`src/hw/rtl/owbm_pkg.sv`:
```
// ----------------------------------------------------------------------------
// owbm_pkg: shared types for the tick-timed 1-Wire bus master
// Item structs, command and phase codes, configuration register indexes.
// ----------------------------------------------------------------------------
package owbm_pkg;

  typedef enum logic [1:0] {
    ACT_TICK  = 2'd0,
    ACT_RESET = 2'd1,
    ACT_WRITE = 2'd2,
    ACT_READ  = 2'd3
  } action_e;

  typedef enum logic [1:0] {
    SIZE_8  = 2'd0,
    SIZE_16 = 2'd1,
    SIZE_32 = 2'd2
  } size_e;

  typedef enum logic [3:0] {
    PH_IDLE       = 4'd0,
    PH_RST_LOW    = 4'd1,
    PH_RST_WAIT   = 4'd2,
    PH_RST_SETTLE = 4'd3,
    PH_W_LOW      = 4'd4,
    PH_W_DATA     = 4'd5,
    PH_W_REC      = 4'd6,
    PH_R_LOW      = 4'd7,
    PH_R_WAIT     = 4'd8,
    PH_R_REST     = 4'd9
  } phase_e;

  localparam int unsigned NumRegs  = 8;
  localparam int unsigned RegIdxW  = 3;
  localparam int unsigned CfgIdxW  = 4;
  localparam int unsigned TickW    = 16;
  localparam int unsigned BitCntW  = 6;
  localparam int unsigned WordW    = 32;

  typedef enum logic [RegIdxW-1:0] {
    REG_RESET_LOW    = 3'd0,
    REG_RESET_SAMPLE = 3'd1,
    REG_RESET_SETTLE = 3'd2,
    REG_WRITE_LOW    = 3'd3,
    REG_WRITE_DATA   = 3'd4,
    REG_READ_LOW     = 3'd5,
    REG_READ_SAMPLE  = 3'd6,
    REG_READ_REST    = 3'd7
  } reg_idx_e;

  localparam logic [TickW-1:0] RstLowReset    = 16'd480;
  localparam logic [TickW-1:0] RstSampleReset = 16'd70;
  localparam logic [TickW-1:0] RstSettleReset = 16'd410;
  localparam logic [TickW-1:0] WrLowReset     = 16'd6;
  localparam logic [TickW-1:0] WrDataReset    = 16'd54;
  localparam logic [TickW-1:0] RdLowReset     = 16'd6;
  localparam logic [TickW-1:0] RdSampleReset  = 16'd9;
  localparam logic [TickW-1:0] RdRestReset    = 16'd55;

  typedef struct packed {
    logic [1:0]       action;
    logic [1:0]       transfer_size;
    logic [WordW-1:0] write_data;
    logic             line_level;
  } in_item_t;

  typedef struct packed {
    logic             drive_low;
    logic             busy_res;
    logic             done_res;
    logic             presence_level;
    logic [WordW-1:0] read_data;
  } out_item_t;

endpackage

```
`src/hw/rtl/one_wire_bus_master_top.sv`:
```
// ----------------------------------------------------------------------------
// one_wire_bus_master_top: tick-timed 1-Wire bus master
// Result: an accepted item's result item is registered in the output register
//   in the cycle after acceptance; every item (command or tick) yields exactly one result item.
// Throughput: one item per cycle unless the output register is held by out_stall_i;
//   the slot sequencer advances its tick count by one per tick item, and the output
//   register lets a new item in while the previous result is being taken.
// Reset: rst_ni async active low; sequencer idle, presence sample high,
//   timing registers back to their defaults, output register empty.
// ----------------------------------------------------------------------------
module one_wire_bus_master_top #(
  parameter int unsigned RECOVERY_TICKS = 10,  // 1..65535
  parameter int unsigned MAX_BITS       = 32   // 8..64
) (
  input  logic                                  clk_i,
  input  logic                                  rst_ni,
  // command / tick channel
  input  logic                                  in_valid_i,
  output logic                                  in_stall_o,
  input  owbm_pkg::in_item_t                    in_item_i,
  // result channel
  output logic                                  out_valid_o,
  input  logic                                  out_stall_i,
  output owbm_pkg::out_item_t                   out_item_o,
  // configuration writes
  input  logic                                  cfg_valid_i,
  output logic                                  cfg_ready_o,
  input  logic [owbm_pkg::CfgIdxW-1:0]          cfg_index_i,
  input  logic [owbm_pkg::TickW-1:0]            cfg_data_i
);

  localparam int unsigned TickW   = owbm_pkg::TickW;
  localparam int unsigned BitCntW = owbm_pkg::BitCntW;
  localparam int unsigned WordW   = owbm_pkg::WordW;

  // Recovery length, truncated to the tick counter width, never below one.
  localparam logic [TickW-1:0] RecTicksRaw = TickW'(RECOVERY_TICKS);
  localparam logic [TickW-1:0] RecTicks    = (RecTicksRaw == '0) ? TickW'(1) : RecTicksRaw;
  localparam logic [6:0]       MaxBits     = 7'(MAX_BITS);

  // --------------------------------------------------------------------------
  // Timing registers
  // --------------------------------------------------------------------------
  logic [TickW-1:0] cfg_q [owbm_pkg::NumRegs];
  logic             cfg_fire;

  assign cfg_ready_o = 1'b1;
  assign cfg_fire    = cfg_valid_i;

  always_ff @(posedge clk_i or negedge rst_ni) begin
    if (!rst_ni) begin
      cfg_q[owbm_pkg::REG_RESET_LOW]    <= owbm_pkg::RstLowReset;
      cfg_q[owbm_pkg::REG_RESET_SAMPLE] <= owbm_pkg::RstSampleReset;
      cfg_q[owbm_pkg::REG_RESET_SETTLE] <= owbm_pkg::RstSettleReset;
      cfg_q[owbm_pkg::REG_WRITE_LOW]    <= owbm_pkg::WrLowReset;
      cfg_q[owbm_pkg::REG_WRITE_DATA]   <= owbm_pkg::WrDataReset;
      cfg_q[owbm_pkg::REG_READ_LOW]     <= owbm_pkg::RdLowReset;
      cfg_q[owbm_pkg::REG_READ_SAMPLE]  <= owbm_pkg::RdSampleReset;
      cfg_q[owbm_pkg::REG_READ_REST]    <= owbm_pkg::RdRestReset;
    end else if (cfg_fire && !cfg_index_i[owbm_pkg::CfgIdxW-1]) begin
      // indexes 8..15 are outside the register list and dropped
      cfg_q[cfg_index_i[owbm_pkg::CfgIdxW-2:0]] <= cfg_data_i;
    end
  end

  // --------------------------------------------------------------------------
  // Sequencer state
  // --------------------------------------------------------------------------
  owbm_pkg::phase_e   phase_q, phase_d;
  logic [TickW-1:0]   tick_q, tick_d;
  logic [BitCntW-1:0] bits_left_q, bits_left_d;
  logic [BitCntW-1:0] bit_pos_q, bit_pos_d;
  logic [WordW-1:0]   shift_q, shift_d;
  logic               is_read_q, is_read_d;
  logic               presence_q, presence_d;

  logic               in_fire;
  logic               done;
  logic [TickW-1:0]   phase_len;
  logic [TickW:0]     tick_inc;
  logic [BitCntW-1:0] bits_dec;
  logic [BitCntW-1:0] size_bits;
  logic [6:0]         size_raw;

  assign in_fire = in_valid_i && !in_stall_o;

  // Bits per transfer; the unused size code acts as 32.
  always_comb begin
    case (in_item_i.transfer_size)
      owbm_pkg::SIZE_8:  size_raw = 7'd8;
      owbm_pkg::SIZE_16: size_raw = 7'd16;
      default:           size_raw = 7'd32;
    endcase
    size_bits = (size_raw > MaxBits) ? MaxBits[BitCntW-1:0] : size_raw[BitCntW-1:0];
  end

  // Length of the current phase; a zero register counts as one tick.
  always_comb begin
    unique case (phase_q)
      owbm_pkg::PH_RST_LOW:    phase_len = cfg_q[owbm_pkg::REG_RESET_LOW];
      owbm_pkg::PH_RST_WAIT:   phase_len = cfg_q[owbm_pkg::REG_RESET_SAMPLE];
      owbm_pkg::PH_RST_SETTLE: phase_len = cfg_q[owbm_pkg::REG_RESET_SETTLE];
      owbm_pkg::PH_W_LOW:      phase_len = cfg_q[owbm_pkg::REG_WRITE_LOW];
      owbm_pkg::PH_W_DATA:     phase_len = cfg_q[owbm_pkg::REG_WRITE_DATA];
      owbm_pkg::PH_W_REC:      phase_len = RecTicks;
      owbm_pkg::PH_R_LOW:      phase_len = cfg_q[owbm_pkg::REG_READ_LOW];
      owbm_pkg::PH_R_WAIT:     phase_len = cfg_q[owbm_pkg::REG_READ_SAMPLE];
      owbm_pkg::PH_R_REST:     phase_len = cfg_q[owbm_pkg::REG_READ_REST];
      default:                 phase_len = TickW'(1);
    endcase
    if (phase_len == '0) begin
      phase_len = TickW'(1);
    end
  end

  assign tick_inc = {1'b0, tick_q} + (TickW+1)'(1);
  assign bits_dec = bits_left_q - BitCntW'(1);

  // Next state for one accepted item.
  always_comb begin
    phase_d     = phase_q;
    tick_d      = tick_q;
    bits_left_d = bits_left_q;
    bit_pos_d   = bit_pos_q;
    shift_d     = shift_q;
    is_read_d   = is_read_q;
    presence_d  = presence_q;
    done        = 1'b0;

    if (in_fire) begin
      if (in_item_i.action != owbm_pkg::ACT_TICK) begin
        // commands are dropped unless idle
        if (phase_q == owbm_pkg::PH_IDLE) begin
          tick_d    = '0;
          bit_pos_d = '0;
          unique case (in_item_i.action)
            owbm_pkg::ACT_RESET: begin
              is_read_d   = 1'b0;
              bits_left_d = '0;
              phase_d     = owbm_pkg::PH_RST_LOW;
            end
            owbm_pkg::ACT_WRITE: begin
              is_read_d   = 1'b0;
              bits_left_d = size_bits;
              shift_d     = in_item_i.write_data;
              phase_d     = owbm_pkg::PH_W_LOW;
            end
            default: begin
              is_read_d   = 1'b1;
              bits_left_d = size_bits;
              shift_d     = '0;
              phase_d     = owbm_pkg::PH_R_LOW;
            end
          endcase
        end
      end else if (phase_q != owbm_pkg::PH_IDLE) begin
        if (tick_inc < {1'b0, phase_len}) begin
          tick_d = tick_inc[TickW-1:0];
        end else begin
          tick_d = '0;
          unique case (phase_q)
            owbm_pkg::PH_RST_LOW:  phase_d = owbm_pkg::PH_RST_WAIT;
            owbm_pkg::PH_RST_WAIT: begin
              presence_d = in_item_i.line_level;
              phase_d    = owbm_pkg::PH_RST_SETTLE;
            end
            owbm_pkg::PH_RST_SETTLE: begin
              phase_d = owbm_pkg::PH_IDLE;
              done    = 1'b1;
            end
            owbm_pkg::PH_W_LOW:  phase_d = owbm_pkg::PH_W_DATA;
            owbm_pkg::PH_W_DATA: phase_d = owbm_pkg::PH_W_REC;
            owbm_pkg::PH_R_LOW:  phase_d = owbm_pkg::PH_R_WAIT;
            owbm_pkg::PH_R_WAIT: begin
              // positions past the word width are counted but not stored
              if (!bit_pos_q[BitCntW-1]) begin
                shift_d = shift_q |
                          ({{(WordW-1){1'b0}}, in_item_i.line_level} << bit_pos_q[4:0]);
              end
              phase_d = owbm_pkg::PH_R_REST;
            end
            owbm_pkg::PH_W_REC, owbm_pkg::PH_R_REST: begin
              // end of a bit slot
              if (!is_read_q) begin
                shift_d = shift_q >> 1;
              end
              bits_left_d = bits_dec;
              bit_pos_d   = bit_pos_q + BitCntW'(1);
              if (bits_dec == '0) begin
                phase_d = owbm_pkg::PH_IDLE;
                done    = 1'b1;
              end else begin
                phase_d = (phase_q == owbm_pkg::PH_W_REC) ? owbm_pkg::PH_W_LOW
                                                          : owbm_pkg::PH_R_LOW;
              end
            end
            default: phase_d = owbm_pkg::PH_IDLE;
          endcase
        end
      end
    end
  end

  always_ff @(posedge clk_i or negedge rst_ni) begin
    if (!rst_ni) begin
      phase_q     <= owbm_pkg::PH_IDLE;
      tick_q      <= '0;
      bits_left_q <= '0;
      bit_pos_q   <= '0;
      shift_q     <= '0;
      is_read_q   <= 1'b0;
      presence_q  <= 1'b1;
    end else begin
      phase_q     <= phase_d;
      tick_q      <= tick_d;
      bits_left_q <= bits_left_d;
      bit_pos_q   <= bit_pos_d;
      shift_q     <= shift_d;
      is_read_q   <= is_read_d;
      presence_q  <= presence_d;
    end
  end

  // --------------------------------------------------------------------------
  // Result item: describes the state after the item
  // --------------------------------------------------------------------------
  owbm_pkg::out_item_t res_d, res_q;
  logic                out_valid_q, out_valid_d;

  always_comb begin
    unique case (phase_d)
      owbm_pkg::PH_RST_LOW,
      owbm_pkg::PH_W_LOW,
      owbm_pkg::PH_R_LOW:  res_d.drive_low = 1'b1;
      owbm_pkg::PH_W_DATA: res_d.drive_low = !shift_d[0];  // 1 bits release
      default:             res_d.drive_low = 1'b0;
    endcase
    res_d.busy_res       = (phase_d != owbm_pkg::PH_IDLE);
    res_d.done_res       = done;
    res_d.presence_level = presence_d;
    res_d.read_data      = (done && is_read_d) ? shift_d : '0;
  end

  // Output register: refills whenever it is empty or being taken.
  assign in_stall_o  = out_valid_q && out_stall_i;
  assign out_valid_d = in_fire || (out_valid_q && out_stall_i);

  always_ff @(posedge clk_i or negedge rst_ni) begin
    if (!rst_ni) begin
      out_valid_q <= 1'b0;
    end else begin
      out_valid_q <= out_valid_d;
    end
  end

  always_ff @(posedge clk_i) begin
    if (in_fire) begin
      res_q <= res_d;
    end
  end

  assign out_valid_o = out_valid_q;
  assign out_item_o  = res_q;

endmodule

```
`config.mk`:
```
export PLATFORM = sky130hd
export DESIGN_NAME = one_wire_bus_master_top
export DESIGN_NICKNAME = d
export VERILOG_FILES = /design/src/hw/rtl/owbm_pkg.sv /design/src/hw/rtl/one_wire_bus_master_top.sv
export SDC_FILE = /design/constraint.sdc
export NUM_CORES = 1
export LEC_CHECK = 0
export ABC_AREA = 1
export BUFFER_PORTS_ARGS = -buffer_cell sky130_fd_sc_hd__buf_2
export CAP_MARGIN = 20
export CORE_ASPECT_RATIO = 1.75
export CORE_UTILIZATION = 50
export CTS_CLUSTER_SIZE = 8
export DETAILED_ROUTE_END_ITERATION = 7
export GPL_TIMING_DRIVEN = 1
export PLACE_DENSITY = 0.64
export SYNTH_ARGS = -nofsm -noshare
export SYNTH_HDL_FRONTEND = slang
export SYNTH_SLANG_ARGS = --single-unit
export TNS_END_PERCENT = 20
```
`constraint.sdc`:
```
create_clock -name clk_i -period 7 [get_ports clk_i]
set_clock_uncertainty 0.05 [all_clocks]
set_input_delay 0 -clock clk_i [delete_from_list [all_inputs] [get_ports clk_i]]
set_output_delay 0 -clock clk_i [all_outputs]
set_load 0.005 [all_outputs]
```
### After elaboration in Yosys (flattened, before gate mapping)

Cells that the tools add are included.

| storage, ports and cells | value |
|---|---|
| register bits | 231 |
| latch bits | 0 |
| RAM bits | 0 |
| ROM bits | 0 |
| bits of input ports | 62 |
| output and inout bits | 39 |
| logic and storage cells | 128 |
| memories | 0 |

| cells by class | value |
|---|---|
| $add $sub $neg | 3 |
| $mul | 0 |
| divide/modulo/power cells | 0 |
| $lt $le $gt $ge | 4 |
| equality and inequality tests | 18 |
| shift-type cells | 1 |
| mux-type cells | 56 |
| bitwise gates (word level) | 2 |
| reduce and logical (&&, ||, !) cells | 23 |

Operators by type and width:

| operator | number |
|---|---|
| $mux W32 | 7 |
| $pmux W16 S9 | 1 |
| $bwmux W128 | 1 |
| $pmux W32 S2 | 2 |
| $mux W16 | 6 |
| $mux W6 | 12 |
| $demux W16 S3 | 1 |
| $or A32 B32 Y32 | 1 |
| $shl A1 B5 Y32 | 1 |
| $eq A4 B3 Y1 const B | 7 |
| $pmux W4 S7 | 1 |
| $mux W4 | 5 |
| $add A16 B1 Y17 const B | 1 |
| $lt A17 B16 Y1 | 1 |
| $logic_not A16 Y1 | 1 |
| $mux W1 | 14 |
| $pmux W6 S2 | 1 |
| $eq A4 B1 Y1 const B | 2 |
| $eq A4 B2 Y1 const B | 2 |
| $eq A4 B4 Y1 const B | 2 |
| $reduce_bool A4 Y1 | 2 |
| $gt A7 B6 Y1 const B | 1 |
| $add A6 B1 Y6 const B | 1 |
| $logic_not A6 Y1 | 1 |
| other kinds (22) | 33 |

### Longest topological paths before layout

| logic depth | value |
|---|---|
| depth in word-level cells | 12 |
| mapped depth | 25 |
| mapped depth without buffers | 24 |

### Worst setup path before layout

No wires, ideal clock.

| timing path | value |
|---|---|
| path kind | register to register |
| start | register tick_q[0] |
| end | register res_q (netlist bit out_item_o[16]), data pin |
| library setup time | 0.259 ns |
| data arrival time | 3.246 ns |
| required time | 6.691 ns |
| slack | 3.444 ns |
| stages on the path, launching flop included | 23 |
| path buffers | 1 |
| clock period less this slack | 3.556 ns |
| path through | dfrtp_1 > ha_1 > nand2_1 > nor4_1 > nand2_1 > nor3_1 > nand2_1 > nor2_1 > xor2_1 > ha_1 > a21oi_1 > nor2_1 > nor2_1 > o211ai_1 > nor2_2 > nand2_8 > inv_4 > nor2_8 > inv_2 > buf_6 > o21ai_1 > nand2_1 > a21oi_1 |

| between the ends | value |
|---|---|
| longest elaborated chain between the ends | 7 |
| elaborated cells on any way between the ends | 11 |
| those cells by class | add/sub: 1; order compare: 1; mux: 8; reduce/logical: 1 |

RTL lines:

| what | line | RTL |
|---|---|---|
| start: declaration | one_wire_bus_master_top.sv:70 | `logic [TickW-1:0] tick_q, tick_d;` |
| start signal: assignment | one_wire_bus_master_top.sv:215 | `tick_q <= tick_d;` |
| $add A16 B1 Y17 * | one_wire_bus_master_top.sv:116 | `assign tick_inc = {1'b0, tick_q} + (TickW+1)'(1);` |
| $lt A17 B16 Y1 * | one_wire_bus_master_top.sv:157 | `if (tick_inc < {1'b0, phase_len}) begin` |
| $mux W1 | one_wire_bus_master_top.sv:157 |  |
| $mux W1 | one_wire_bus_master_top.sv:156 | `end else if (phase_q != owbm_pkg::PH_IDLE) begin` |
| $mux W1 | one_wire_bus_master_top.sv:131 | `if (in_item_i.action != owbm_pkg::ACT_TICK) begin` |
| $mux W1 | one_wire_bus_master_top.sv:130 | `if (in_fire) begin` |
| $logic_and A1 B1 Y1 | one_wire_bus_master_top.sv:241 | `res_d.read_data = (done && is_read_d) ? shift_d : '0;` |
| end signal: assignment | one_wire_bus_master_top.sv:258 | `res_q <= res_d;` |
| end: declaration | one_wire_bus_master_top.sv:227 | `owbm_pkg::out_item_t res_d, res_q;` |

Mark *: on every way between the ends. The rest lies on a longest branch, timed or not.
A chain may end at the register's enable or synchronous reset.

### Worst setup path in the final report

| timing path | value |
|---|---|
| start | register phase_q[0] |
| end | register res_q (netlist bit out_item_o[4]), data pin |

| between the ends | value |
|---|---|
| longest elaborated chain between the ends | 10 |
| elaborated cells on any way between the ends | 31 |
| those cells by class | order compare: 1; eq/ne: 9; mux: 16; reduce/logical: 5 |

RTL lines:

| what | line | RTL |
|---|---|---|
| start: declaration | one_wire_bus_master_top.sv:69 | `owbm_pkg::phase_e phase_q, phase_d;` |
| start signal: assignment | one_wire_bus_master_top.sv:206 | `phase_q <= owbm_pkg::PH_IDLE;` |
| start signal: assignment | one_wire_bus_master_top.sv:214 | `phase_q <= phase_d;` |
| $eq A4 B4 Y1 (tied with other cells) | one_wire_bus_master_top.sv:99, one_wire_bus_master_top.sv:161 |  |
| $pmux W16 S9 | one_wire_bus_master_top.sv:99 | `unique case (phase_q)` |
| $logic_not A16 Y1 | one_wire_bus_master_top.sv:111 | `if (phase_len == '0) begin` |
| $mux W16 | one_wire_bus_master_top.sv:111 |  |
| $lt A17 B16 Y1 | one_wire_bus_master_top.sv:157 |  |
| $mux W1 | one_wire_bus_master_top.sv:157 |  |
| $mux W1 | one_wire_bus_master_top.sv:156 |  |
| $mux W1 | one_wire_bus_master_top.sv:131 |  |
| $mux W1 | one_wire_bus_master_top.sv:130 |  |
| $logic_and A1 B1 Y1 | one_wire_bus_master_top.sv:241 |  |

Several ways; a longest one is shown, not always the timed one.

==> run metrics <==
DRT Pass-1 Iters=6; Max-cap violations=0; most common cell after layout, fill and taps aside=sky130_fd_sc_hd__nand2_1; hold violation count in the final report=2; maximum number of pins on one net before global-route repair=75; area share of the largest cell type after synthesis=32.4%; Total Neg Setup Slack=0 ns; wirelength, routed=38500 µm; Worst Setup Path Type=flop to flop; syn avg cell area=7.57 µm²; power density normalized to cell area=334 nW/µm²; endpoint class of the critical path=flop; Worst-path clk slew=0.05 ns; time the final worst path needs with I/O delays and setup=4.72 ns; register bit count reported by yosys=231; Crit path max-delay family=simple AND/OR/NAND/NOR gates; post-cts sizing count=0; series of cell instances along the critical path=nor2_2 -> nand2_2 -> inv_2 -> nand2_1 -> nand2_1 -> nor2_1 -> nand2_1 -> inv_1 -> ha_1 -> a21oi_1 -> o21ai_0 -> a21oi_1 -> nor2_1 -> nor2_2 -> nand2_8 -> inv_4 -> nor2_8 -> inv_2 -> o21ai_0 -> nand2_1 -> a21oi_1; leading area contributor after synthesis=sky130_fd_sc_hd__dfrtp_1; hold_ws=-0.0163 ns; library cell appearing most often on the critical path=sky130_fd_sc_hd__nand2_1; # IOs=101; Final Instance Count excl. Fillers=2167; net count of the mapped netlist=1790; buffers plus inverters on the worst setup path=4; summed instance area of the synthesized netlist=12900 µm²; cell total after placement=2051; die boundary width=123 µm; transition time at the pin with the least slew margin=0.971 ns; most used cells in the layout excluding fill and tap cells=sky130_fd_sc_hd__nand2_1 (504), sky130_fd_sc_hd__o21ai_0 (233), sky130_fd_sc_hd__dfrtp_1 (167); insertion delay of the later-clocked pin in the worst-skew pair=0.51 ns; CTS tree=done; type of the worst min-delay path=input port to flop; status=complete, but fails checks; post-layout instance area=15100 µm²; worst slew margin relative to its limit=35.2%; Post-synth EDFFs=36; die outline area=26500 µm²; total clock sinks=231; maximum achievable frequency=212 MHz; cell area after placement=13600 µm²; first-pass GRT wire length=61600 µm; Avg Vias per Cell=5.52; All-Layer GR Usage=30.3%; data arrival time of the worst path=4.90 ns; Starting Density=50.9%; Site Rows=77; Final Wtd Congestion=0.945; core area=25300 µm²; initial antenna violation count=2; count of input and output buffers=99; number of global-route vias before repair=11752; Final nets=1910; number of antenna-violating nets in the routed design=0; crit path max fanout=38; Post-synth ARST share=84.4%; drt drc=0; post-synthesis instance total=1705; slowest cell delay on critical path=0.71 ns; Critical Path Start Type=flop; maximum level of the CTS H-tree=2; dpl hpwl=26400 µm; Ys Warns=0; Peak supply drop=0.262 mV; total setup violations reported at the end of the flow=0; Synth Flop Type=sky130_fd_sc_hd__dfrtp_1; via total after detailed routing=11963; residual overflow from global routing=0; Final Cycle Share=67.4%; Clock Path Buffers=3; data required time of the critical path=7.19 ns; largest cells by area after synthesis=sky130_fd_sc_hd__dfrtp_1 (32%), sky130_fd_sc_hd__nand2_1 (15%), sky130_fd_sc_hd__o21ai_0 (9.0%); reported leakage power=0.00700 µW; share of post-route cells with drive strength above 1=12.2%; root buffer selected by CTS=sky130_fd_sc_hd__clkbuf_16; failing checks=hold timing; die height=214 µm; crit path max-delay cell type=sky130_fd_sc_hd__nor2_2; post-synthesis sequential area ratio=46.5%; TritonCTS buffer count=34; area delta synth->final=17.1%; Max Transition Viols Final=0; Iter 0 DRT Violations=911; WL/cell=17.8 µm; Synth cell types=48; RSZ-0062 raised after global routing=false
[synth_stat cells, types with 2 or more instances]
library cell and instances:
sky130_fd_sc_hd__a21oi_1 78, sky130_fd_sc_hd__a22o_1 6, sky130_fd_sc_hd__a22oi_1 23, sky130_fd_sc_hd__a22oi_2 6, sky130_fd_sc_hd__buf_1 3, sky130_fd_sc_hd__buf_2 13, sky130_fd_sc_hd__buf_4 9, sky130_fd_sc_hd__buf_6 4
sky130_fd_sc_hd__clkbuf_1 56, sky130_fd_sc_hd__clkinv_1 2, sky130_fd_sc_hd__dfrtp_1 167, sky130_fd_sc_hd__dfstp_2 28, sky130_fd_sc_hd__edfxtp_1 36, sky130_fd_sc_hd__ha_1 23, sky130_fd_sc_hd__inv_1 143, sky130_fd_sc_hd__inv_2 7
sky130_fd_sc_hd__nand2_1 504, sky130_fd_sc_hd__nand2_2 5, sky130_fd_sc_hd__nand2_4 4, sky130_fd_sc_hd__nand3_1 136, sky130_fd_sc_hd__nand4_1 7, sky130_fd_sc_hd__nor2_1 120, sky130_fd_sc_hd__nor2_2 7, sky130_fd_sc_hd__nor2_4 3
sky130_fd_sc_hd__nor2b_1 6, sky130_fd_sc_hd__nor3_1 7, sky130_fd_sc_hd__nor4_1 2, sky130_fd_sc_hd__o211ai_1 5, sky130_fd_sc_hd__o21ai_0 233, sky130_fd_sc_hd__o21ai_1 27, sky130_fd_sc_hd__o31ai_1 2, sky130_fd_sc_hd__xnor2_1 2
sky130_fd_sc_hd__xor2_1 16
[logic make-up after synthesis]
logic type,share of synthesized area (%)
buffers and inverters,7.57
xor gates and xnor gates,1.22
and+or+nand+nor,26.1
muxes,0.0776
other,0.0291
AOI/OAI and AO/OA,16.3
adders and majority gates,2.23
DFF,46.5
[layout make-up]
class	count	area, µm²
Fill cell	2386	10200
Sequential cell	231	6000
Multi-Input combinational cell	1236	5950
Timing Repair Buffer	169	1210
Clock buffer	58	941
Inverter	153	577
Tap cell	316	395
Clock inverter	3	33.8
Antenna cell	1	2.50
[metrics by stage]
stage | setup WS [ns] | power (µW) | hold slack, ns | utilization, %
4_1_cts | 2.34 | 5060 | 0.0126 | 59.4
5_1_grt | 1.91 | 5380 | 0.00246 | 59.6
2_1_floorplan | 3.44 | 3010 | -0.346 | -
3_3_place_gp | 2.45 | 3470 | 0.0175 | 53.4
6_report | 2.28 | 5040 | -0.0163 | 59.6
3_5_place_dp | 2.38 | 3510 | 0.0199 | 53.5
[repair_timing]
action,4_1_cts,5_1_grt
hold endpoints to repair,225,0
setup endpoints to repair,0,0
buffers inserted,0,0
hold buffers,50,0
[power breakdown]
part	internal (µW)	switching [µW]	total, µW
Combinational	526	1130	1660
Clock	913	598	1510
Sequential	1670	197	1870
Total	3110	1930	5040
[flip-flops by register name, summed over array words and instances (netlist names)]
signal       cells
bit_pos_q        6
bits_left_q      6
cfg_q          128
is_read_q        1
out_item_o      36
out_valid_o      1
phase_q          4
presence_q       1
shift_q         32
tick_q          16
[path summary, 6_finish.rpt]
| check | start | end | slack (ns) | cells past startpoint |
|---|---|---|---|---|
| hold / removal | cfg_index_i[1] | cfg_q[4]$_DFFE_PN1P_ | -0.02 | 3 |
| hold reg to reg | bits_left_q[1]$_DFFE_PN0P_ | bits_left_q[1]$_DFFE_PN0P_ | 0.43 | 2 |
| min in group asynchronous | rst_ni | shift_q[26]$_DFF_PN0_ | 0.02 | 2 |
| max in group asynchronous | rst_ni | cfg_q[56]$_DFFE_PN0P_ | 5.47 | 3 |
| setup reg to reg | phase_q[0]$_DFF_PN0_ | out_item_o[4]$_SDFFCE_PN0P_ | 2.28 | 21 |
| setup / recovery | phase_q[0]$_DFF_PN0_ | out_item_o[4]$_SDFFCE_PN0P_ | 2.28 | 21 |
[tightest hold or removal path: stages]
cell and delay, ns:
sky130_fd_sc_hd__buf_2 0.12, sky130_fd_sc_hd__nand3_1 0.28, sky130_fd_sc_hd__o21ai_0 0.13
[layer usage]
| metal | wire [µm] | up-vias | track usage (%) |
|---|---|---|---|
| met4 | 2510 | 2 | 19.5 |
| met5 | 10 | - | 0 |
| met1 | 14200 | 5601 | 32.2 |
| met3 | 1750 | 134 | 4.84 |
| li1 | - | 5837 | - |
| met2 | 20000 | 389 | 53.9 |
Note: power is estimated with default switching activity, not from simulation.
